[config.mk]
export PLATFORM = sky130hd
export DESIGN_NAME = single_digit_infix_evaluator
export DESIGN_NICKNAME = d
export VERILOG_FILES = /design/src/hdl/sdie_pkg.sv /design/src/hdl/sdie_alu.sv /design/src/hdl/single_digit_infix_evaluator.sv
export SDC_FILE = /design/constraint.sdc
export NUM_CORES = 1
export LEC_CHECK = 0
export ABC_AREA = 1
export BUFFER_PORTS_ARGS = -buffer_cell sky130_fd_sc_hd__buf_2
export CAP_MARGIN = 10
export CORE_MARGIN = 1.5
export CORE_UTILIZATION = 57
export DETAILED_ROUTE_END_ITERATION = 10
export PLACE_DENSITY = 0.79
export RECOVER_POWER = 100
export SETUP_SLACK_MARGIN = 0.05
export SYNTH_ARGS = -nofsm -noshare
export SYNTH_HDL_FRONTEND = slang
export SYNTH_SLANG_ARGS = --single-unit
[constraint.sdc]
create_clock -name aclk -period 4.4 [get_ports aclk]
set_clock_uncertainty 0.05 [all_clocks]
set_input_delay 0.44 -clock aclk [delete_from_list [all_inputs] [get_ports aclk]]
set_output_delay 0.44 -clock aclk [all_outputs]
set_load 0.02 [all_outputs]
[src/hdl/sdie_pkg.sv]
`default_nettype none
// ----------------------------------------------------------------------------
// sdie_pkg
// Shared types and constants for the single-digit infix evaluator: operator
// and error codes, sequencer states and the request/response bundles of the
// shared arithmetic unit.
// ----------------------------------------------------------------------------
package sdie_pkg;

    localparam int unsigned DATA_W = 8;

    localparam logic [7:0] CH_ZERO  = 8'h30;
    localparam logic [7:0] CH_NINE  = 8'h39;
    localparam logic [7:0] CH_PLUS  = 8'h2B;
    localparam logic [7:0] CH_MINUS = 8'h2D;
    localparam logic [7:0] CH_STAR  = 8'h2A;
    localparam logic [7:0] CH_SLASH = 8'h2F;
    localparam logic [7:0] CH_SPACE = 8'h20;

    typedef enum logic [1:0] {
        OP_ADD = 2'd0,
        OP_SUB = 2'd1,
        OP_MUL = 2'd2,
        OP_DIV = 2'd3
    } op_t;

    typedef enum logic [1:0] {
        ERR_NONE = 2'd0,
        ERR_CHAR = 2'd1,
        ERR_FORM = 2'd2,
        ERR_DIV0 = 2'd3
    } err_t;

    typedef enum logic [2:0] {
        ST_IDLE,
        ST_PARSE,
        ST_OP,
        ST_REDUCE,
        ST_FINAL,
        ST_EMIT
    } state_t;

    typedef struct packed {
        logic start;
        op_t  op;
    } alu_req_t;

    typedef struct packed {
        logic done;
        logic div0;
    } alu_rsp_t;

endpackage : sdie_pkg
`default_nettype wire

[src/hdl/sdie_alu.sv]
`default_nettype none
// ----------------------------------------------------------------------------
// sdie_alu
// Shared arithmetic unit. Add, subtract and multiply register their result
// and done in the cycle after start; signed divide runs a restoring divider
// on magnitudes, one quotient bit per cycle, and truncates toward zero.
// ----------------------------------------------------------------------------
module sdie_alu (
    input  wire logic                 aclk,
    input  wire logic                 aresetn,
    input  wire sdie_pkg::alu_req_t   req,
    input  wire logic [7:0]           a,
    input  wire logic [7:0]           b,
    output sdie_pkg::alu_rsp_t        rsp,
    output logic [7:0]                result
);
    import sdie_pkg::*;

    logic        busy_reg;
    logic [2:0]  cnt_reg;
    logic        done_reg;
    logic        div0_reg;
    logic [7:0]  res_reg;
    logic [7:0]  q_reg;
    logic [7:0]  rem_reg;
    logic [7:0]  bmag_reg;
    logic        neg_reg;

    logic [15:0] prod;
    logic [7:0]  amag;
    logic [7:0]  bmag;
    logic [8:0]  rem_sh;
    logic        fits;
    logic [7:0]  rem_step;
    logic [7:0]  q_step;
    logic [8:0]  diff;

    assign prod = a * b;
    assign amag = a[7] ? 8'(-a) : a;
    assign bmag = b[7] ? 8'(-b) : b;

    // one restoring step: shift in the next dividend bit, subtract if it fits
    assign rem_sh   = {rem_reg, q_reg[7]};
    assign diff     = rem_sh - {1'b0, bmag_reg};
    assign fits     = (rem_sh >= {1'b0, bmag_reg});
    assign rem_step = fits ? diff[7:0] : rem_sh[7:0];
    assign q_step   = {q_reg[6:0], fits};

    always_ff @(posedge aclk) begin
        if (!aresetn) begin
            busy_reg <= 1'b0;
            done_reg <= 1'b0;
            cnt_reg  <= 3'd0;
        end else begin
            done_reg <= 1'b0;
            if (req.start) begin
                div0_reg <= 1'b0;
                case (req.op)
                    OP_ADD: begin
                        res_reg  <= a + b;
                        done_reg <= 1'b1;
                    end
                    OP_SUB: begin
                        res_reg  <= a - b;
                        done_reg <= 1'b1;
                    end
                    OP_MUL: begin
                        res_reg  <= prod[7:0];
                        done_reg <= 1'b1;
                    end
                    default: begin
                        if (b == 8'd0) begin
                            div0_reg <= 1'b1;
                            done_reg <= 1'b1;
                        end else begin
                            busy_reg <= 1'b1;
                            cnt_reg  <= 3'd0;
                            q_reg    <= amag;
                            rem_reg  <= 8'd0;
                            bmag_reg <= bmag;
                            neg_reg  <= a[7] ^ b[7];
                        end
                    end
                endcase
            end else if (busy_reg) begin
                q_reg   <= q_step;
                rem_reg <= rem_step;
                cnt_reg <= cnt_reg + 3'd1;
                if (cnt_reg == 3'd7) begin
                    busy_reg <= 1'b0;
                    done_reg <= 1'b1;
                    res_reg  <= neg_reg ? 8'(-q_step) : q_step;
                end
            end
        end
    end

    assign rsp.done = done_reg;
    assign rsp.div0 = div0_reg;
    assign result   = res_reg;

endmodule : sdie_alu
`default_nettype wire

[src/hdl/single_digit_infix_evaluator.sv]
`default_nettype none
// ----------------------------------------------------------------------------
// single_digit_infix_evaluator
// Evaluates an infix expression of single-digit numbers with + - * /, one
// ASCII character per input item, using a three-value stack and one shared
// arithmetic unit under a small sequencer.
// ----------------------------------------------------------------------------
// Usage:
//   s_tdata[7:0] carries one character; s_tlast marks the final one. Spaces
//   are skipped, * and / bind tighter than + and -, equal ranks go left to
//   right. Only the item with s_tlast high produces a result on m_*:
//   m_tdata[7:0] is the signed 8-bit value (wraps like a C char) and
//   m_tdata[9:8] the error code (0 ok, 1 bad character, 2 malformed, 3 divide
//   by zero); the value is 0 whenever the error is not 0.
// Timing:
//   s_tready drops for the item's whole evaluation. A digit or space passes
//   through the parse step, an operator also through the operator step; each
//   reduction waits in the reduce state for the shared unit, whose divide runs
//   bit-serially. A last item adds up to two reductions, a final check and a
//   step that loads the result register.
// Reset and stall:
//   aresetn (synchronous, active low) empties the stack and clears any error.
//   The result sits in an output register; new characters are accepted while
//   it waits, but the next result holds the block until m_tready takes it.
// ----------------------------------------------------------------------------
module single_digit_infix_evaluator (
    input  wire logic        aclk,
    input  wire logic        aresetn,
    input  wire logic        s_tvalid,
    output logic             s_tready,
    input  wire logic [7:0]  s_tdata,   // [7:0] symbol
    input  wire logic        s_tlast,
    output logic             m_tvalid,
    input  wire logic        m_tready,
    output logic [15:0]      m_tdata    // [7:0] value, [9:8] error, [15:10] zero
);
    import sdie_pkg::*;

    state_t      state_reg, state_next;
    logic [7:0]  sym_reg, sym_next;
    logic        last_reg, last_next;
    logic [2:0]  level_reg, level_next;
    logic        expect_reg, expect_next;
    err_t        err_reg, err_next;
    logic        ret_final_reg, ret_final_next;
    logic [7:0]  v0_reg, v0_next;
    logic [7:0]  v1_reg, v1_next;
    logic [7:0]  v2_reg, v2_next;
    op_t         op0_reg, op0_next;
    op_t         op1_reg, op1_next;
    logic        m_valid_reg, m_valid_next;
    logic [7:0]  out_val_reg, out_val_next;
    err_t        out_err_reg, out_err_next;

    alu_req_t    alu_req;
    alu_rsp_t    alu_rsp;
    logic [7:0]  alu_a;
    logic [7:0]  alu_b;
    logic [7:0]  alu_res;

    logic        lo;
    op_t         top_op;
    op_t         sym_op;
    logic        is_op;
    logic        is_digit;
    logic        is_space;
    logic        ge3;
    logic        need_reduce;
    state_t      tail_state;

    // bottom operand index of the top three stack items
    assign lo     = level_reg[2] & level_reg[0];
    assign alu_a  = lo ? v1_reg : v0_reg;
    assign alu_b  = lo ? v2_reg : v1_reg;
    assign top_op = lo ? op1_reg : op0_reg;
    assign ge3    = (level_reg >= 3'd3);

    assign is_digit = (sym_reg >= CH_ZERO) && (sym_reg <= CH_NINE);
    assign is_space = (sym_reg == CH_SPACE);

    always_comb begin
        is_op  = 1'b1;
        sym_op = OP_ADD;
        case (sym_reg)
            CH_PLUS:  sym_op = OP_ADD;
            CH_MINUS: sym_op = OP_SUB;
            CH_STAR:  sym_op = OP_MUL;
            CH_SLASH: sym_op = OP_DIV;
            default:  is_op  = 1'b0;
        endcase
    end

    // * and / fold only a pending * or /; + and - fold everything
    assign need_reduce = ge3 && (sym_op[1] ? top_op[1] : 1'b1);
    assign tail_state  = last_reg ? ST_FINAL : ST_IDLE;

    sdie_alu u_alu (
        .aclk    (aclk),
        .aresetn (aresetn),
        .req     (alu_req),
        .a       (alu_a),
        .b       (alu_b),
        .rsp     (alu_rsp),
        .result  (alu_res)
    );

    always_ff @(posedge aclk) begin
        if (!aresetn) begin
            state_reg   <= ST_IDLE;
            level_reg   <= 3'd0;
            expect_reg  <= 1'b1;
            err_reg     <= ERR_NONE;
            m_valid_reg <= 1'b0;
        end else begin
            state_reg   <= state_next;
            level_reg   <= level_next;
            expect_reg  <= expect_next;
            err_reg     <= err_next;
            m_valid_reg <= m_valid_next;
        end
    end

    always_ff @(posedge aclk) begin
        sym_reg       <= sym_next;
        last_reg      <= last_next;
        ret_final_reg <= ret_final_next;
        v0_reg        <= v0_next;
        v1_reg        <= v1_next;
        v2_reg        <= v2_next;
        op0_reg       <= op0_next;
        op1_reg       <= op1_next;
        out_val_reg   <= out_val_next;
        out_err_reg   <= out_err_next;
    end

    always_comb begin
        state_next     = state_reg;
        sym_next       = sym_reg;
        last_next      = last_reg;
        level_next     = level_reg;
        expect_next    = expect_reg;
        err_next       = err_reg;
        ret_final_next = ret_final_reg;
        v0_next        = v0_reg;
        v1_next        = v1_reg;
        v2_next        = v2_reg;
        op0_next       = op0_reg;
        op1_next       = op1_reg;
        out_val_next   = out_val_reg;
        out_err_next   = out_err_reg;
        m_valid_next   = m_valid_reg && !m_tready;
        alu_req.start  = 1'b0;
        alu_req.op     = top_op;
        s_tready       = 1'b0;

        case (state_reg)
            ST_IDLE: begin
                s_tready = 1'b1;
                if (s_tvalid) begin
                    sym_next   = s_tdata;
                    last_next  = s_tlast;
                    state_next = ST_PARSE;
                end
            end
            ST_PARSE: begin
                state_next = tail_state;
                if (err_reg != ERR_NONE || is_space) begin
                    state_next = tail_state;
                end else if (is_digit) begin
                    if (!expect_reg || level_reg > 3'd4) begin
                        err_next = ERR_FORM;
                    end else begin
                        case (level_reg[2:1])
                            2'd0:    v0_next = {4'd0, sym_reg[3:0]};
                            2'd1:    v1_next = {4'd0, sym_reg[3:0]};
                            default: v2_next = {4'd0, sym_reg[3:0]};
                        endcase
                        level_next  = level_reg + 3'd1;
                        expect_next = 1'b0;
                    end
                end else if (is_op) begin
                    if (expect_reg) begin
                        err_next = ERR_FORM;
                    end else begin
                        state_next = ST_OP;
                    end
                end else begin
                    err_next = ERR_CHAR;
                end
            end
            ST_OP: begin
                state_next = tail_state;
                if (err_reg != ERR_NONE) begin
                    state_next = tail_state;
                end else if (need_reduce) begin
                    alu_req.start  = 1'b1;
                    ret_final_next = 1'b0;
                    state_next     = ST_REDUCE;
                end else if (level_reg != 3'd1 && level_reg != 3'd3) begin
                    err_next = ERR_FORM;
                end else begin
                    if (level_reg[1]) begin
                        op1_next = sym_op;
                    end else begin
                        op0_next = sym_op;
                    end
                    level_next  = level_reg + 3'd1;
                    expect_next = 1'b1;
                end
            end
            ST_REDUCE: begin
                if (alu_rsp.done) begin
                    if (alu_rsp.div0) begin
                        err_next = ERR_DIV0;
                    end else begin
                        if (lo) begin
                            v1_next = alu_res;
                        end else begin
                            v0_next = alu_res;
                        end
                        level_next = level_reg - 3'd2;
                    end
                    state_next = ret_final_reg ? ST_FINAL : ST_OP;
                end
            end
            ST_FINAL: begin
                state_next = ST_EMIT;
                if (err_reg == ERR_NONE && (expect_reg || level_reg == 3'd0)) begin
                    err_next = ERR_FORM;
                end else if (err_reg == ERR_NONE && ge3) begin
                    alu_req.start  = 1'b1;
                    ret_final_next = 1'b1;
                    state_next     = ST_REDUCE;
                end
            end
            ST_EMIT: begin
                // hold until the output register is free
                if (!m_valid_reg || m_tready) begin
                    out_val_next = (err_reg == ERR_NONE) ? v0_reg : 8'd0;
                    out_err_next = err_reg;
                    m_valid_next = 1'b1;
                    level_next   = 3'd0;
                    expect_next  = 1'b1;
                    err_next     = ERR_NONE;
                    state_next   = ST_IDLE;
                end
            end
            default: begin
                state_next = ST_IDLE;
            end
        endcase
    end

    assign m_tvalid = m_valid_reg;
    assign m_tdata  = {6'd0, out_err_reg, out_val_reg};

endmodule : single_digit_infix_evaluator
`default_nettype wire

==> run_results.csv <==
group,metric,value,unit
finish,synthToLayoutAreaGrowth,10.5,%
critical_path,required,4.42,ns
critical_path,critPathMaxFanout,12,
critical_path,r2r_cells,18,
worst_hold_path,hold_end,"sym_reg[1]$_DFFE_PP_",
global_routing,grt_max_degree,30,
placed_design,place_area,7070,um2
timing,slew_headroom,24.8,%
critical_path,cp-start-kind,"register",
finish,fin_area,7440,um2
power_and_ir_drop,power.leakage,0.00351,uW
timing,max_freq,241,MHz
clock_network,cts_sinks,93,
logic_synthesis,synth_edf_count,78,
logic_synthesis,synth_top_area_share,34.8,%
worst_hold_path,hp-start,"s_tdata[1]",
clock_network,ctsHoldBuffers,0,
floorplan,row_count,39,
timing,finalWorstSetupSlack,0.247,ns
placed_design,gp_congestion,0.966,
critical_path,worstPathArrival,4.18,ns
critical_path,r2r_setup_slack,0.25,ns
logic_synthesis,synthCells,824,
logic_synthesis,synth_top_family_by_area,"simple AND/OR/NAND/NOR gates",
route,met1_length,6920,um
timing,finalCritPeriodShare,94.4,%
placed_design,port_buffers,24,
logic_synthesis,synth_compound_area_share,11.5,%
logic_synthesis,yosys.area_share.xor_xnor,2.99,%
floorplan,core,11500,um2
outcome,outcome,"finished, final reports clean",
finish,drive_above_1_share,13.2,%
global_routing,grt_pass1_wl,25600,um
clock_network,clk_path_buf_depth,2,
finish,fillers,981,
worst_hold_path,min_path_cells,1,
global_routing,track_usage,26.0,%
route,drt-initial-drc-count,436,
logic_synthesis,ys_seq_area_share,39.2,%
power_and_ir_drop,finalPower,2160,uW
route,viasPerCell,5.45,
floorplan,initial_core_util,58.7,%
logic_synthesis,yosysWarnings,0,
clock_network,numCtsBuffers,9,
global_routing,grt_pass1_vias,5277,
logic_synthesis,async_flop_share,0,%
clock_network,path_clk_slew,0.07,ns
critical_path,r2r-end,"u_alu.result[6]$_DFFE_PP_",
route,drt_first_pass_iters,5,
route,wl_per_cell,15.3,um
timing,slew_violations,0,
floorplan,die_y,112,um
logic_synthesis,synth.most_common_cell,"nand2_1",
timing,setup_viol,0,
logic_synthesis,synth_area,6740,um2
logic_synthesis,synth_ff_type,"edfxtp_1",
global_routing,antenna_found_initial,0,
logic_synthesis,ys_top_cells_by_count,"166 x nand2_1, 138 x inv_1, 80 x nor2_1, 78 x edfxtp_1, 49 x o21ai_0",
clock_network,cts_htree_levels,3,
timing,finalHoldViolCount,0,
placed_design,hpwl,11800,um
floorplan,die_area,12500,um2
critical_path,path_class,"register to register",
logic_synthesis,synthMuxAreaShare,0,%
run,maxCapViolCount,0,
logic_synthesis,ys_top_cells_by_area,"edfxtp_1 35%, nand2_1 9.3%, ha_1 8.7%, inv_1 7.7%, dfxtp_1 4.5%",
power_and_ir_drop,cellPowerDensity,290,nW/um2
clock_network,cts_tree,"yes",
logic_synthesis,synth-simple-area-share,22.7,%
floorplan,die_w,112,um
timing,tightest_slew,1.13,ns
logic_synthesis,synth_seq_cells,93,
logic_synthesis,synth_fa_ha_area_share,12.9,%
clock_network,clock_latency,0.36,ns
global_routing,gr-total-overflow,0,
logic_synthesis,yosys.area.top_type,"edfxtp_1",
logic_synthesis,synth.avg_cell_area,8.17,um2
timing,fin_crit,4.15,ns
route,dr_wl_met3,1030,um
power_and_ir_drop,ir_drop,0.000254,V
route,drt.antenna.violating_nets,0,
finish,num-nets-final,939,
route,via_count,5525,
critical_path,end_kind,"register",
logic_synthesis,ys_types,47,
placed_design,dp_slack,0.0259,ns
floorplan,io_pins,31,
timing,rsz0062_at_grt,"yes",
route,routed_wl,15500,um
finish,n_antenna_cell,0,
timing,hold_slack,0.200,ns
finish,final_util,64.9,%
worst_hold_path,hold_class,"input pin to register",
route,top_layer,"met4",
clock_network,root_buffer,"clkbuf_16",
critical_path,rr_startpoint,"level_reg[0]$_SDFFE_PN0P_",
route,drc,0,
route,met2_length,7260,um
==> where the power goes <==
part / leakage, uW / internal (uW) / total (uW) / switching [uW]
clock: 0.000144 / 403 / 788 / 385
combinational: 0.00254 / 150 / 387 / 238
sequential: 0.000822 / 970 / 986 / 15.4
==> stage by stage <==
| step | cells | setup TNS, ns |
|---|---|---|
| after floorplan | 829 | 0 |
| after global placement | 996 | 0 |
| after detailed placement | 996 | 0 |
| after CTS | 1012 | 0 |
| after global routing | 1013 | -0.0329 |
| final | 1013 | 0 |
==> critical path, stage by stage, from the launching register on <==
cell     delay (ns)
dfxtp_2        0.38
buf_8          0.15
nand3_1        0.14
nand2_4        0.12
buf_4          0.17
nand2_1        0.08
fa_1           0.35
inv_1          0.08
fa_1           0.39
ha_1           0.28
inv_1          0.05
fa_1           0.53
inv_1          0.06
ha_4           0.26
a21o_1         0.19
a31oi_2        0.20
xnor2_2        0.11
a21oi_1        0.16
a22oi_1        0.09
==> what timing repair did <==
action	in CTS	in global routing
hold endpoints to repair	0	0
gates resized for setup	1	12
pin swaps	0	1
setup endpoints to repair	1	2
setup buffers	0	1
==> cell families (layout without fill, tap and decap cells) <==
family / count (synthesis) / count (layout)
fa+ha+maj: 61 / 61
other cells: 1 / 6
xor+xnor: 23 / 23
simple gates: 342 / 342
flops: 93 / 93
compound gates: 132 / 132
buf+inv: 172 / 213
==> final cells by class <==
cell class              instances  area (um2)  share of cell area [%]
repair buffers                 48         312                    4.18
flip-flops and latches         93        2650                    35.5
clock inverters                 7        77.6                    1.04
clock buffers                   9         225                    3.03
inverters                     149         559                    7.51
multi-input cells             564        3450                    46.3
well taps                     143         179                    2.40
==> cells in the final DEF (no fill, tap or decap), types with 7 or more instances in the layout <==
cell type / instances
a21oi_1: 38
ha_1: 45
nand2_1: 165
inv_1: 140
o211ai_1: 8
nand4_1: 7
clkbuf_16: 9
buf_4: 22
nor2_1: 81
dfxtp_1: 13
nor3_1: 12
edfxtp_1: 78
inv_2: 7
nand3_1: 39
nand2_2: 10
fa_1: 13
xor2_1: 16
buf_2: 24
o21ai_0: 49
==> how the worst max path moves through the flow <==
stage                                          from                   endpoint  slack [ns]
after floorplan           level_reg[0]$_SDFFE_PN0P_  u_alu.result[7]$_DFFE_PP_        0.09
after global placement    level_reg[0]$_SDFFE_PN0P_  u_alu.result[7]$_DFFE_PP_        0.15
after detailed placement  level_reg[0]$_SDFFE_PN0P_  u_alu.result[7]$_DFFE_PP_        0.03
after CTS                 level_reg[0]$_SDFFE_PN0P_  u_alu.result[7]$_DFFE_PP_         0.1
after global routing      level_reg[0]$_SDFFE_PN0P_  u_alu.result[7]$_DFFE_PP_       -0.03
final                     level_reg[0]$_SDFFE_PN0P_  u_alu.result[6]$_DFFE_PP_        0.25
==> metal layers <==
layer  GRT usage, %  up-vias
li1               -     2767
met1           36.2     2552
met2           40.9      183
met3           4.79       23
met4           9.03        0
met5              0        -
No activity file was read; power rests on OpenSTA's default activity.
